===== src/sv/h264fua_pkg.sv =====
// Shared types and constants for the H.264 RTP FU-A packetizer.
// Used by the front end, the command queue, the back end and the top level.
// No dependencies.
package h264fua_pkg;

  // Field widths of the configuration registers, header fields and configuration port.
  localparam int PT_W    = 7;
  localparam int SSRC_W  = 32;
  localparam int STEP_W  = 17;
  localparam int MAXP_W  = 11;
  localparam int SEQ_W   = 16;
  localparam int TS_W    = 32;
  localparam int CFG_IDX_W  = 2;
  localparam int CFG_DATA_W = 32;

  // Register indexes on the configuration port.
  localparam logic [CFG_IDX_W-1:0] CFG_RTP_PT         = 2'd0;
  localparam logic [CFG_IDX_W-1:0] CFG_SSRC_ID        = 2'd1;
  localparam logic [CFG_IDX_W-1:0] CFG_TIMESTAMP_STEP = 2'd2;
  localparam logic [CFG_IDX_W-1:0] CFG_MAX_PAYLOAD    = 2'd3;

  // Register values after reset.
  localparam logic [PT_W-1:0]   PT_RESET   = 7'd96;
  localparam logic [SSRC_W-1:0] SSRC_RESET = 32'd10;
  localparam logic [STEP_W-1:0] STEP_RESET = 17'd3600;
  localparam logic [MAXP_W-1:0] MAXP_RESET = 11'd1400;

  // Smallest usable payload size; smaller settings act as this.
  localparam logic [MAXP_W-1:0] MAXP_FLOOR = 11'd2;

  // Fixed header bits.
  localparam logic [7:0] RTP_VER_BYTE = 8'h80;
  localparam logic [4:0] FU_A_TYPE    = 5'd28;
  localparam logic [7:0] NRI_MASK     = 8'he0;
  localparam logic [7:0] TYPE_MASK    = 8'h1f;
  localparam logic [7:0] FU_START_BIT = 8'h80;
  localparam logic [7:0] FU_END_BIT   = 8'h40;

  // Command queue depth (a power of two, so the pointers wrap naturally).
  localparam int Q_DEPTH = 2;
  localparam int Q_PTR_W = $clog2(Q_DEPTH);
  localparam int Q_CNT_W = $clog2(Q_DEPTH + 1);

  // One classified input item: what the back end has to send for it.
  typedef struct packed {
    logic              hdr;      // send the 12-byte RTP header
    logic              fu;       // send FU indicator and FU header
    logic              pay;      // send the NAL byte itself
    logic              marker;
    logic [PT_W-1:0]   pt;
    logic [SEQ_W-1:0]  seq;
    logic [TS_W-1:0]   ts;
    logic [SSRC_W-1:0] ssrc;
    logic [7:0]        fu_ind;
    logic [7:0]        fu_hdr;
    logic [7:0]        data;
    logic              pend;     // the NAL byte closes its packet
  } cmd_t;

  // Byte slot within the output of one command.
  typedef enum logic [3:0] {
    PH_VER, PH_PT, PH_SEQ_HI, PH_SEQ_LO,
    PH_TS3, PH_TS2, PH_TS1, PH_TS0,
    PH_SSRC3, PH_SSRC2, PH_SSRC1, PH_SSRC0,
    PH_FU_IND, PH_FU_HDR, PH_PAY
  } phase_t;

endpackage


===== src/sv/h264fua_front.sv =====
// Front end of the packetizer: configuration registers, per-unit tracking
// state, and classification of each input byte into a back-end command.
// Depends on h264fua_pkg.
module h264fua_front import h264fua_pkg::*; #(
  parameter int LENGTH_BITS = 17
) (
  input  logic                   clk,
  input  logic                   rst,
  input  logic                   in_valid,
  output logic                   in_ready,
  input  logic [7:0]             nal_byte,
  input  logic                   nal_first,
  input  logic [LENGTH_BITS-1:0] nal_length,
  input  logic                   cfg_valid,
  output logic                   cfg_ready,
  input  logic [CFG_IDX_W-1:0]   cfg_index,
  input  logic [CFG_DATA_W-1:0]  cfg_data,
  input  logic                   q_full,
  output logic                   push,
  output cmd_t                   cmd
);

  logic [PT_W-1:0]        rtp_pt;
  logic [SSRC_W-1:0]      ssrc_id;
  logic [STEP_W-1:0]      timestamp_step;
  logic [MAXP_W-1:0]      max_payload;

  logic [SEQ_W-1:0]       seq, seq_next;
  logic [TS_W-1:0]        ts, ts_next;
  logic [7:0]             saved_hdr, saved_hdr_next;
  logic [LENGTH_BITS-1:0] latched_len, latched_len_next;
  logic [LENGTH_BITS-1:0] pos, pos_next;
  logic [MAXP_W-1:0]      fill, fill_next;
  logic                   frag, frag_next;

  logic                   accept;
  logic [MAXP_W-1:0]      eff_max;
  logic [LENGTH_BITS-1:0] eff_max_ext;
  logic [LENGTH_BITS-1:0] rem;
  logic                   last_frag;
  logic [MAXP_W-1:0]      fill_cur;

  // The front end stalls only when the queue has no room.
  assign in_ready  = !q_full;
  assign cfg_ready = 1'b1;
  assign accept    = in_valid && in_ready;

  // Configuration register writes.
  always_ff @(posedge clk) begin
    if (rst) begin
      rtp_pt         <= PT_RESET;
      ssrc_id        <= SSRC_RESET;
      timestamp_step <= STEP_RESET;
      max_payload    <= MAXP_RESET;
    end else if (cfg_valid) begin
      case (cfg_index)
        CFG_RTP_PT:         rtp_pt         <= cfg_data[PT_W-1:0];
        CFG_SSRC_ID:        ssrc_id        <= cfg_data[SSRC_W-1:0];
        CFG_TIMESTAMP_STEP: timestamp_step <= cfg_data[STEP_W-1:0];
        CFG_MAX_PAYLOAD:    max_payload    <= cfg_data[MAXP_W-1:0];
        default: ;
      endcase
    end
  end

  // Fragment sizing: remaining bytes and whether they fit in one fragment.
  assign eff_max     = (max_payload < MAXP_FLOOR) ? MAXP_FLOOR : max_payload;
  assign eff_max_ext = LENGTH_BITS'(eff_max);
  assign rem         = latched_len - pos;
  assign last_frag   = (rem <= eff_max_ext);
  assign fill_cur    = (fill != '0) ? fill : (last_frag ? rem[MAXP_W-1:0] : eff_max);

  // Classification of the current byte and the next tracking state.
  always_comb begin
    seq_next         = seq;
    ts_next          = ts;
    saved_hdr_next   = saved_hdr;
    latched_len_next = latched_len;
    pos_next         = pos;
    fill_next        = fill;
    frag_next        = frag;
    push             = 1'b0;

    cmd        = '0;
    cmd.pt     = rtp_pt;
    cmd.ssrc   = ssrc_id;
    cmd.data   = nal_byte;
    cmd.seq    = seq + 1'b1;

    if (nal_first) begin
      ts_next          = ts + TS_W'(timestamp_step);
      latched_len_next = nal_length;
      pos_next         = '0;
      fill_next        = '0;
      frag_next        = 1'b0;
      cmd.ts           = ts_next;
      if (nal_length != '0) begin
        saved_hdr_next = nal_byte;
        pos_next       = LENGTH_BITS'(1);
        seq_next       = seq + 1'b1;
        push           = 1'b1;
        cmd.hdr        = 1'b1;
        if (nal_length <= eff_max_ext) begin
          // Whole unit in a single packet.
          cmd.pay  = 1'b1;
          cmd.pend = (nal_length == LENGTH_BITS'(1));
        end else begin
          // First fragment: the header byte is folded into the FU bytes.
          frag_next  = 1'b1;
          cmd.fu     = 1'b1;
          cmd.fu_ind = (nal_byte & NRI_MASK) | {3'b000, FU_A_TYPE};
          cmd.fu_hdr = FU_START_BIT | (nal_byte & TYPE_MASK);
          fill_next  = eff_max - 1'b1;
        end
      end
    end else begin
      cmd.ts = ts;
      if (pos < latched_len) begin
        push     = 1'b1;
        cmd.pay  = 1'b1;
        pos_next = pos + 1'b1;
        if (!frag) begin
          cmd.pend = (pos_next == latched_len);
        end else begin
          if (fill == '0) begin
            // This byte opens a later fragment.
            seq_next   = seq + 1'b1;
            cmd.hdr    = 1'b1;
            cmd.fu     = 1'b1;
            cmd.marker = last_frag;
            cmd.fu_ind = (saved_hdr & NRI_MASK) | {3'b000, FU_A_TYPE};
            cmd.fu_hdr = (last_frag ? FU_END_BIT : 8'h00) | (saved_hdr & TYPE_MASK);
          end
          cmd.pend  = (fill_cur == MAXP_W'(1));
          fill_next = fill_cur - 1'b1;
        end
      end
    end

    if (!accept) begin
      seq_next         = seq;
      ts_next          = ts;
      saved_hdr_next   = saved_hdr;
      latched_len_next = latched_len;
      pos_next         = pos;
      fill_next        = fill;
      frag_next        = frag;
      push             = 1'b0;
    end
  end

  // Tracking state registers.
  always_ff @(posedge clk) begin
    if (rst) begin
      seq         <= '0;
      ts          <= '0;
      latched_len <= '0;
      pos         <= '0;
      fill        <= '0;
      frag        <= 1'b0;
    end else begin
      seq         <= seq_next;
      ts          <= ts_next;
      latched_len <= latched_len_next;
      pos         <= pos_next;
      fill        <= fill_next;
      frag        <= frag_next;
    end
  end

  // The saved NAL header is payload and needs no reset.
  always_ff @(posedge clk) begin
    saved_hdr <= saved_hdr_next;
  end

endmodule


===== src/sv/h264fua_queue.sv =====
// Short command queue between the front end and the back end.
// Depends on h264fua_pkg.
module h264fua_queue import h264fua_pkg::*; (
  input  logic clk,
  input  logic rst,
  input  logic push,
  input  cmd_t cmd_in,
  output logic full,
  input  logic pop,
  output logic valid,
  output cmd_t cmd_out
);

  cmd_t               mem [Q_DEPTH];
  logic [Q_PTR_W-1:0] wr_ptr;
  logic [Q_PTR_W-1:0] rd_ptr;
  logic [Q_CNT_W-1:0] count;

  assign full    = (count == Q_CNT_W'(Q_DEPTH));
  assign valid   = (count != '0);
  assign cmd_out = mem[rd_ptr];

  // Pointer and occupancy tracking.
  always_ff @(posedge clk) begin
    if (rst) begin
      wr_ptr <= '0;
      rd_ptr <= '0;
      count  <= '0;
    end else begin
      if (push) wr_ptr <= wr_ptr + 1'b1;
      if (pop)  rd_ptr <= rd_ptr + 1'b1;
      case ({push, pop})
        2'b10:   count <= count + 1'b1;
        2'b01:   count <= count - 1'b1;
        default: ;
      endcase
    end
  end

  // Entry storage.
  always_ff @(posedge clk) begin
    if (push) mem[wr_ptr] <= cmd_in;
  end

endmodule


===== src/sv/h264fua_back.sv =====
// Back end of the packetizer: byte sequencer that expands one command into
// header, FU and payload bytes, with a registered output stage.
// Depends on h264fua_pkg.
module h264fua_back import h264fua_pkg::*; (
  input  logic       clk,
  input  logic       rst,
  input  logic       q_valid,
  input  cmd_t       q_cmd,
  output logic       pop,
  output logic       out_valid,
  input  logic       out_ready,
  output logic [7:0] out_byte,
  output logic       packet_end,
  output logic       run_end
);

  cmd_t       cur;
  logic       cur_valid;
  phase_t     phase;
  phase_t     phase_next;
  phase_t     start_phase;
  logic       adv;
  logic       fire;
  logic       cur_last;
  logic [7:0] byte_sel;

  // The output register can take a byte when it is empty or being drained.
  assign adv      = !out_valid || out_ready;
  assign fire     = cur_valid && adv;
  assign cur_last = cur.pay ? (phase == PH_PAY) : (phase == PH_FU_HDR);
  assign pop      = q_valid && (!cur_valid || (fire && cur_last));

  assign start_phase = q_cmd.hdr ? PH_VER : PH_PAY;

  // Slot order: RTP header if any, then FU bytes if fragmenting, then the NAL byte if any.
  always_comb begin
    if (phase == PH_SSRC0 && !cur.fu) begin
      phase_next = PH_PAY;
    end else begin
      phase_next = phase_t'(phase + 1'b1);
    end
  end

  // Byte selection for the current slot.
  always_comb begin
    case (phase)
      PH_VER:    byte_sel = RTP_VER_BYTE;
      PH_PT:     byte_sel = {cur.marker, cur.pt};
      PH_SEQ_HI: byte_sel = cur.seq[15:8];
      PH_SEQ_LO: byte_sel = cur.seq[7:0];
      PH_TS3:    byte_sel = cur.ts[31:24];
      PH_TS2:    byte_sel = cur.ts[23:16];
      PH_TS1:    byte_sel = cur.ts[15:8];
      PH_TS0:    byte_sel = cur.ts[7:0];
      PH_SSRC3:  byte_sel = cur.ssrc[31:24];
      PH_SSRC2:  byte_sel = cur.ssrc[23:16];
      PH_SSRC1:  byte_sel = cur.ssrc[15:8];
      PH_SSRC0:  byte_sel = cur.ssrc[7:0];
      PH_FU_IND: byte_sel = cur.fu_ind;
      PH_FU_HDR: byte_sel = cur.fu_hdr;
      PH_PAY:    byte_sel = cur.data;
      default:   byte_sel = cur.data;
    endcase
  end

  // Sequencer control.
  always_ff @(posedge clk) begin
    if (rst) begin
      cur_valid <= 1'b0;
      phase     <= PH_VER;
    end else if (pop) begin
      cur_valid <= 1'b1;
      phase     <= start_phase;
    end else if (fire && cur_last) begin
      cur_valid <= 1'b0;
    end else if (fire) begin
      phase <= phase_next;
    end
  end

  // Current command payload.
  always_ff @(posedge clk) begin
    if (pop) cur <= q_cmd;
  end

  // Output stage.
  always_ff @(posedge clk) begin
    if (rst) begin
      out_valid <= 1'b0;
    end else if (adv) begin
      out_valid <= fire;
    end
  end

  always_ff @(posedge clk) begin
    if (fire) begin
      out_byte   <= byte_sel;
      packet_end <= (phase == PH_PAY) && cur.pend;
      run_end    <= cur_last;
    end
  end

  // A packet can only close on the last byte that an input item causes.
  a_pend_is_run_end: assert property (@(posedge clk) disable iff (rst)
    out_valid && packet_end |-> run_end)
    else $error("packet_end without run_end");

  // A command without an RTP header only ever sits at the payload slot.
  a_nohdr_payload: assert property (@(posedge clk) disable iff (rst)
    cur_valid && !cur.hdr |-> phase == PH_PAY)
    else $error("header slot reached for a payload-only command");

  // FU slots are never visited for an unfragmented packet.
  a_no_fu_slots: assert property (@(posedge clk) disable iff (rst)
    cur_valid && !cur.fu |-> phase != PH_FU_IND && phase != PH_FU_HDR)
    else $error("FU slot reached for an unfragmented command");

  // A command with no NAL byte must be a fragment start with FU bytes.
  a_nopay_has_fu: assert property (@(posedge clk) disable iff (rst)
    cur_valid && !cur.pay |-> cur.fu && cur.hdr)
    else $error("command without payload lacks FU header");

endmodule


===== src/sv/h264_rtp_fua_packetizer.sv =====
// H.264 RTP packetizer with FU-A fragmentation, one NAL byte per transfer in.
// Path: an input transfer goes through the command queue, the current-command
// register and the output register. Throughput: one output byte per cycle
// while out_ready is high; the back-end sequencer prefixes header and FU bytes.
// Reset (synchronous): counters and queue clear, registers return to defaults.
// Depends on h264fua_pkg, h264fua_front, h264fua_queue and h264fua_back.
module h264_rtp_fua_packetizer import h264fua_pkg::*; #(
  parameter int LENGTH_BITS = 17
) (
  input  logic                   clk,
  input  logic                   rst,
  input  logic                   in_valid,
  output logic                   in_ready,
  input  logic [7:0]             nal_byte,
  input  logic                   nal_first,
  input  logic [LENGTH_BITS-1:0] nal_length,
  output logic                   out_valid,
  input  logic                   out_ready,
  output logic [7:0]             out_byte,
  output logic                   packet_end,
  output logic                   run_end,
  input  logic                   cfg_valid,
  output logic                   cfg_ready,
  input  logic [CFG_IDX_W-1:0]   cfg_index,
  input  logic [CFG_DATA_W-1:0]  cfg_data
);

  logic q_full;
  logic push;
  cmd_t push_cmd;
  logic pop;
  logic q_valid;
  cmd_t q_cmd;

  // Classifies each input transfer into a command.
  h264fua_front #(
    .LENGTH_BITS(LENGTH_BITS)
  ) u_front (
    .clk       (clk),
    .rst       (rst),
    .in_valid  (in_valid),
    .in_ready  (in_ready),
    .nal_byte  (nal_byte),
    .nal_first (nal_first),
    .nal_length(nal_length),
    .cfg_valid (cfg_valid),
    .cfg_ready (cfg_ready),
    .cfg_index (cfg_index),
    .cfg_data  (cfg_data),
    .q_full    (q_full),
    .push      (push),
    .cmd       (push_cmd)
  );

  // Decouples the front end from the byte sequencer.
  h264fua_queue u_queue (
    .clk    (clk),
    .rst    (rst),
    .push   (push),
    .cmd_in (push_cmd),
    .full   (q_full),
    .pop    (pop),
    .valid  (q_valid),
    .cmd_out(q_cmd)
  );

  // Expands commands into packet bytes.
  h264fua_back u_back (
    .clk       (clk),
    .rst       (rst),
    .q_valid   (q_valid),
    .q_cmd     (q_cmd),
    .pop       (pop),
    .out_valid (out_valid),
    .out_ready (out_ready),
    .out_byte  (out_byte),
    .packet_end(packet_end),
    .run_end   (run_end)
  );

endmodule

===== config.mk =====
export PLATFORM = sky130hd
export DESIGN_NAME = h264_rtp_fua_packetizer
export DESIGN_NICKNAME = d
export VERILOG_FILES = /design/src/sv/h264fua_pkg.sv /design/src/sv/h264fua_front.sv /design/src/sv/h264fua_queue.sv /design/src/sv/h264fua_back.sv /design/src/sv/h264_rtp_fua_packetizer.sv
export SDC_FILE = /design/constraint.sdc
export NUM_CORES = 1
export LEC_CHECK = 0
export ABC_AREA = 1
export BUFFER_PORTS_ARGS = -buffer_cell sky130_fd_sc_hd__buf_4
export CAP_MARGIN = 20
export CORE_AREA = 2 2 298 271
export CTS_BUF_LIST = sky130_fd_sc_hd__clkbuf_8
export DETAILED_ROUTE_END_ITERATION = 6
export DIE_AREA = 0 0 300 273
export GPL_TIMING_DRIVEN = 0
export REMOVE_ABC_BUFFERS = 1
export SLEW_MARGIN = 20
export SYNTH_ARGS = -nofsm -noshare
export SYNTH_HDL_FRONTEND = slang
export SYNTH_SLANG_ARGS = --single-unit

===== constraint.sdc =====
create_clock -name clk -period 9.2 [get_ports clk]
set_clock_uncertainty 0.2 [all_clocks]
set_input_delay 0.92 -clock clk [delete_from_list [all_inputs] [get_ports clk]]
set_output_delay 0.92 -clock clk [all_outputs]
set_load 0.01 [all_outputs]

[Word level (Yosys, flattened, before mapping)]
Memories as Yosys holds them, arrays and structs flattened. A register that Yosys moved wholly into a read port is not among the register bits.
Index checks and enable logic that the tools add are counted.
Storage, ports and cells
  bits in writable memories: 232
  flip-flop bits (word level): 304
  memories: 1
  word-level logic and storage cells: 165
Memory list
  u_queue.mem: depth 2, width 116, rd ports 1, clocked after Yosys merged registers in 1, wr ports 1, line h264fua_queue.sv:14  | cmd_t mem [Q_DEPTH];
Operators by class
  equality and inequality tests: 25
  add/subtract/negate cells: 11
  reduce and logical (&&, ||, !) cells: 34
  bitwise gates (word level): 1
  magnitude comparators: 4
  mux-type cells: 58
Operators with widths (number)
  two-way mux 16 bit: 11
  one-hot mux 8 bit (14 select lines): 1
  two-way mux 11 bit: 8
  <= comparator 17 x 11 -> 1 bit: 2
  two-way mux 17 bit: 2
  adder 32 x 17 -> 32 bit: 1
  two-way mux 32 bit: 1
  == test 4 bit, second input constant: 7
  two-way mux 4 bit: 6
  two-way mux 1 bit: 23
  subtractor 11 x 1 -> 11 bit, second input constant: 2
  adder 17 x 1 -> 17 bit, second input constant: 1
  == test 17 x 1 -> 1 bit, second input constant: 1
  == test 17 bit: 1
  < comparator 17 bit: 1
  nonzero test 17 bit: 1
  subtractor 17 bit: 1
  adder 16 x 1 -> 16 bit, second input constant: 1
  == test 4 x 3 -> 1 bit, second input constant: 4
  AND reduction 2 bit: 7
  nonzero test 2 bit: 7
  == test 11 x 1 -> 1 bit, second input constant: 1
  zero test 11 bit: 1
  < comparator 11 x 2 -> 1 bit, second input constant: 1
  other kinds (23): 41

[Longest topological paths before layout]
  depth in word-level cells: 9
  gate-level depth with buffers: 33
  mapped depth without buffers: 32

[Hierarchy]
Synthesis repeated with hierarchy kept, for this count alone.
Unflattened totals
  cell total of the unflattened synthesis: 2400
  area, all modules: 24587.3 sq um
Modules (own cells, without submodules)
  h264fua_front: cells an instance 1601, area an instance 10685.2 sq um, times used 1
  h264fua_queue: cells an instance 394, area an instance 8750.9 sq um, times used 1
  h264fua_back: cells an instance 405, area an instance 5151.2 sq um, times used 1

[Least setup slack after synthesis]
Ideal clock, no wire load.
  kind: register to register
  start: reg u_front.pos[2]
  end: mem u_queue.mem[1][0] (netlist bit) (enable)
  path buffers: 0
  setup time: 0.579 ns
  data arrival time: 6.598 ns
  cell stages (with the launch flop): 17
  setup slack: 1.823 ns
  cells stage by stage: dfxtp_1 > inv_2 > ha_1 > nand3_1 > nand2_2 > nand2_1 > nand2_2 > nand3_1 > nand2_2 > a21oi_1 > nor2_1 > o22ai_1 > nand2_1 > nand2_1 > a21oi_1 > inv_1 > nor2_1
On the way
  longest elaborated chain between the ends: 6
Ends and longest elaborated chain
  from (decl): line h264fua_front.sv:32  | logic [LENGTH_BITS-1:0] pos, pos_next;
  from (signal assigned): line h264fua_front.sv:165  | pos <= pos_next;
  < comparator 17 bit: line h264fua_front.sv:118  | if (pos < latched_len) begin
  two-way mux 1 bit: line h264fua_front.sv:118
  two-way mux 1 bit: line h264fua_front.sv:90  | if (nal_first) begin
  two-way mux 1 bit: line h264fua_front.sv:140  | if (!accept) begin
  two-way mux 1 bit: line h264fua_queue.sv:42  | if (push) mem[wr_ptr] <= cmd_in;
  two-way mux 1 bit (implied by the code): line h264fua_queue.sv:42
  to (decl): line h264fua_queue.sv:14
Every way passes these cells.

[Worst setup path after layout]
  start: reg u_front.pos[0]
  end: reg u_front.fill[10]
On the way
  longest elaborated chain between the ends: 8
  elaborated cells between the ends (all ways): 11
  classes of those cells: 2 x add/sub; 2 x order compare; 5 x mux; 2 x reduce/logical
Ends and longest elaborated chain
  subtractor 17 bit: line h264fua_front.sv:69  | assign rem = latched_len - pos;
  <= comparator 17 x 11 -> 1 bit: line h264fua_front.sv:70  | assign last_frag = (rem <= eff_max_ext);
  two-way mux 11 bit (2 in a row): line h264fua_front.sv:71  | assign fill_cur = (fill != '0) ? fill : (last_frag ? rem[MAXP_W-1:0] : eff_max);
  subtractor 11 x 1 -> 11 bit: line h264fua_front.sv:135  | fill_next = fill_cur - 1'b1;
  two-way mux 11 bit: line h264fua_front.sv:122  | if (!frag) begin
  two-way mux 11 bit: line h264fua_front.sv:118
  two-way mux 11 bit: line h264fua_front.sv:90
  to (signal assigned): line h264fua_front.sv:166  | fill <= fill_next;
  to (decl): line h264fua_front.sv:33  | logic [MAXP_W-1:0] fill, fill_next;
Several ways; a longest one is shown, not always the timed one. The select of a mux whose other input is x is not followed.
A chain may end at the register's enable or synchronous reset.

==> flow_summary.ini <==
[global_route]
grt_util_all_layers_pct = 14.4
grt_pass1_wl_mm = 91.0
grt_start_max_net_pins = 67
grt_pass1_vias = 15700
antenna_found_initial = 10
gr-total-overflow = 0

[critical_path]
cp-end-kind = register
required_ps = 9580
cp_slowest_stage_delay_ps = 410
start_kind = register
critical_path_class = register to register
slowest_stage = fa_1
worst-path-max-fanout = 13
arrival_ps = 5230
cp_common_cell = nand2_1

[clocking]
postCtsSetupBuffers = 0
ctsHoldBuffers = 0
clk_latency_ps = 690
ctsResizeCount = 0
cts_tree = built
cts_buffers = 81
path_clk_slew_ps = 60
cts-htree-levels = 3
cts_max_path_buffers = 3
cts.sinks = 516
cts_root_buf = clkbuf_8

[synthesis]
async_reset_ff_share_pct = 0
synth-edff-count = 344
synth-seq-cells = 516
synth_commonest_cells = nand2_1 (362), edfxtp_1 (344), inv_1 (243)
yosysUniqueCellTypes = 59
muxShareOfSynthArea_pct = 5.23
ys_warn_count = 0
ys_top_cells_by_area = edfxtp_1 (44%), dfxtp_1 (15%), nand2_1 (5.8%)
synth_compound_area_share_pct = 9.70
netlist.area_leader.share_pct = 44.1
synth_top_family_by_area = simple AND/OR/NAND/NOR gates
syn_area_sq_um = 23400
synthSimpleGateAreaFrac_pct = 14.5
synth_xor_area_share_pct = 2.80
avgSynthCellArea_sq_um = 10.3
yosysMostFrequentCell = nand2_1
synth.largest_area_cell = edfxtp_1
synth-seq-area-share_pct = 58.8
netlist_instances = 2275
ys.flop_type = edfxtp_1
synth_adder_area_share_pct = 3.69

[cells_and_area]
drive_above_1_share_pct = 15.5
area_growth_pct = 15.9
final_nets = 2520
finalNonFillerCells = 3500

[timing]
setup_tns_ps = 0
fmax_mhz = 206
rsz0062_at_grt = false
worst_pin_slew_ps = 1010
hold_viol = 0
timing.final.ws_setup_ps = 4350
setup_viol = 0
whs_ps = 236
slew_violations = 0
fin_crit_ps = 4850
slew_headroom_pct = 31.3
min_period_over_period_pct = 52.7

[run_status]
outcome = complete, no violations

[detailed_routing]
drc_errors = 0
drtAntennaViolNets = 0
num_vias = 16300
drtIter0Drc = 1127
routed_wirelength_mm = 59.3
dr.pass1.iters = 6
viasPerCell = 4.67
wl_per_cell_microns = 16.9

[placement]
routabilityCongestion = 0.863
portBuffers = 76
dp_slack_ps = 4380
placed_cells = 3354
dp_hpwl_mm = 42.2

[run]
max_cap_viol_count = 0

[pwr]
power_density_nw_per_um2 = 268
p_comb_share_pct = 27.3
clockPowerShare_pct = 25.5
ir_drop_v = 0.000119
pwr-share-seq_pct = 47.1
intPower_mw = 4.88
power.leakage_nw = 10.7
switching_share_pct = 33.0
netSwitchingPower_mw = 2.40

[floorplan]
die-area_sq_um = 81900
row_count = 98
io_pins = 78
initial_core_util_pct = 29.8
chipWidth_microns = 300
chipHeight_microns = 273
core_sq_um = 78700

[hold_path]
hold_path_class = register to register
## cell type report
type,instances,area (sq um)
Sequential cell,516,13800
Clock buffer,85,1170
Clock inverter,60,353
Fill cell,7928,51500
Inverter,253,955
Timing Repair Buffer,97,1120
Antenna cell,1,2.50
Multi-Input combinational cell,1438,8480
Tap cell,1050,1310
## placed cells by master (no fill, tap or decap), types with 17 or more instances in the layout
cell type	count
nand2_1	361
edfxtp_1	344
inv_1	274
nor2_1	230
o21ai_0	171
dfxtp_1	171
a21oi_1	140
mux2_2	108
clkbuf_8	85
buf_4	76
nand3_1	72
ha_1	66
xor2_1	62
nand4_1	33
nor3_1	19
buf_16	17
## per-stage QoR
| step | power (mW) | area (sq um) | utilization, % |
|---|---|---|---|
| 4_1_cts | 7.34 | 27200 | 34.5 |
| 3_3_place_gp | 5.41 | 25000 | 31.8 |
| 5_1_grt | 7.68 | 27200 | 34.5 |
| 3_5_place_dp | 5.46 | 25600 | 32.6 |
| 6_report | 7.27 | 27200 | 34.5 |
| 2_1_floorplan | 4.71 | 23100 | - |
## cells by family after synthesis
group | after synthesis
XOR/XNOR | 74
multiplexers | 109
flip-flops | 516
other | 1
AO/OA/AOI/OAI | 402
adder cells (fa/ha/maj) | 68
buffers and inverters | 321
AND/OR/NAND/NOR | 784
## worst max-delay path: cells and delay by family, from the launching register on
kind | cells | cell delay, ps
fa+ha+maj | 4 | 1100
xor+xnor | 1 | 270
flops | 1 | 390
simple gates | 18 | 2150
buf+inv | 1 | 70
compound gates | 4 | 590
## sequential cells by signal, indices dropped and copies added, names as in the netlist, named ones only
signal                  cells
u_front.frag                1
u_queue.count               2
u_front.max_payload        11
u_back.cur_valid            1
u_front.seq                16
u_front.timestamp_step     17
u_back.cur                108
u_front.rtp_pt              7
u_front.ts                 32
u_back.packet_end           1
u_queue.rd_ptr              1
u_back.out_valid            1
u_back.phase                4
u_front.pos                17
u_back.run_end              1
u_queue.wr_ptr              1
u_front.fill               11
u_front.saved_hdr           8
u_front.latched_len        17
u_queue.mem               218
u_back.out_byte             8
u_front.ssrc_id            32
## power by group through the flow
| stage | combinational (mW) | sequential (mW) | clock (mW) |
|---|---|---|---|
| floorplan | 1.25 | 3.46 | 0 |
| global placement | 1.78 | 3.63 | 0 |
| detailed placement | 1.99 | 3.47 | 0 |
| CTS | 2.00 | 3.43 | 1.92 |
| global route | 2.19 | 3.47 | 2.01 |
| finish | 1.99 | 3.43 | 1.86 |
## worst paths after layout
check,from,depth (start not counted),slack (ps),endpoint
worst max register to register,u_front.pos[0],28,4350,u_front.fill[10]
worst min register to register,u_front.ssrc_id[0],0,240,u_queue.mem[0][25]
worst max-delay path,u_front.pos[0],28,4350,u_front.fill[10]
worst min-delay path,u_front.ssrc_id[0],0,240,u_queue.mem[0][25]
## routing by layer
metal  wire length (microns)  vias up  global-route usage, %
met4                    1470       18                   4.76
li1                        -     8068                      -
met5                     103        -                      0
met3                    3900      106                   3.33
met2                   25700      410                   22.1
met1                   28100     7744                   19.9
No activity file was read; power rests on OpenSTA's default activity.
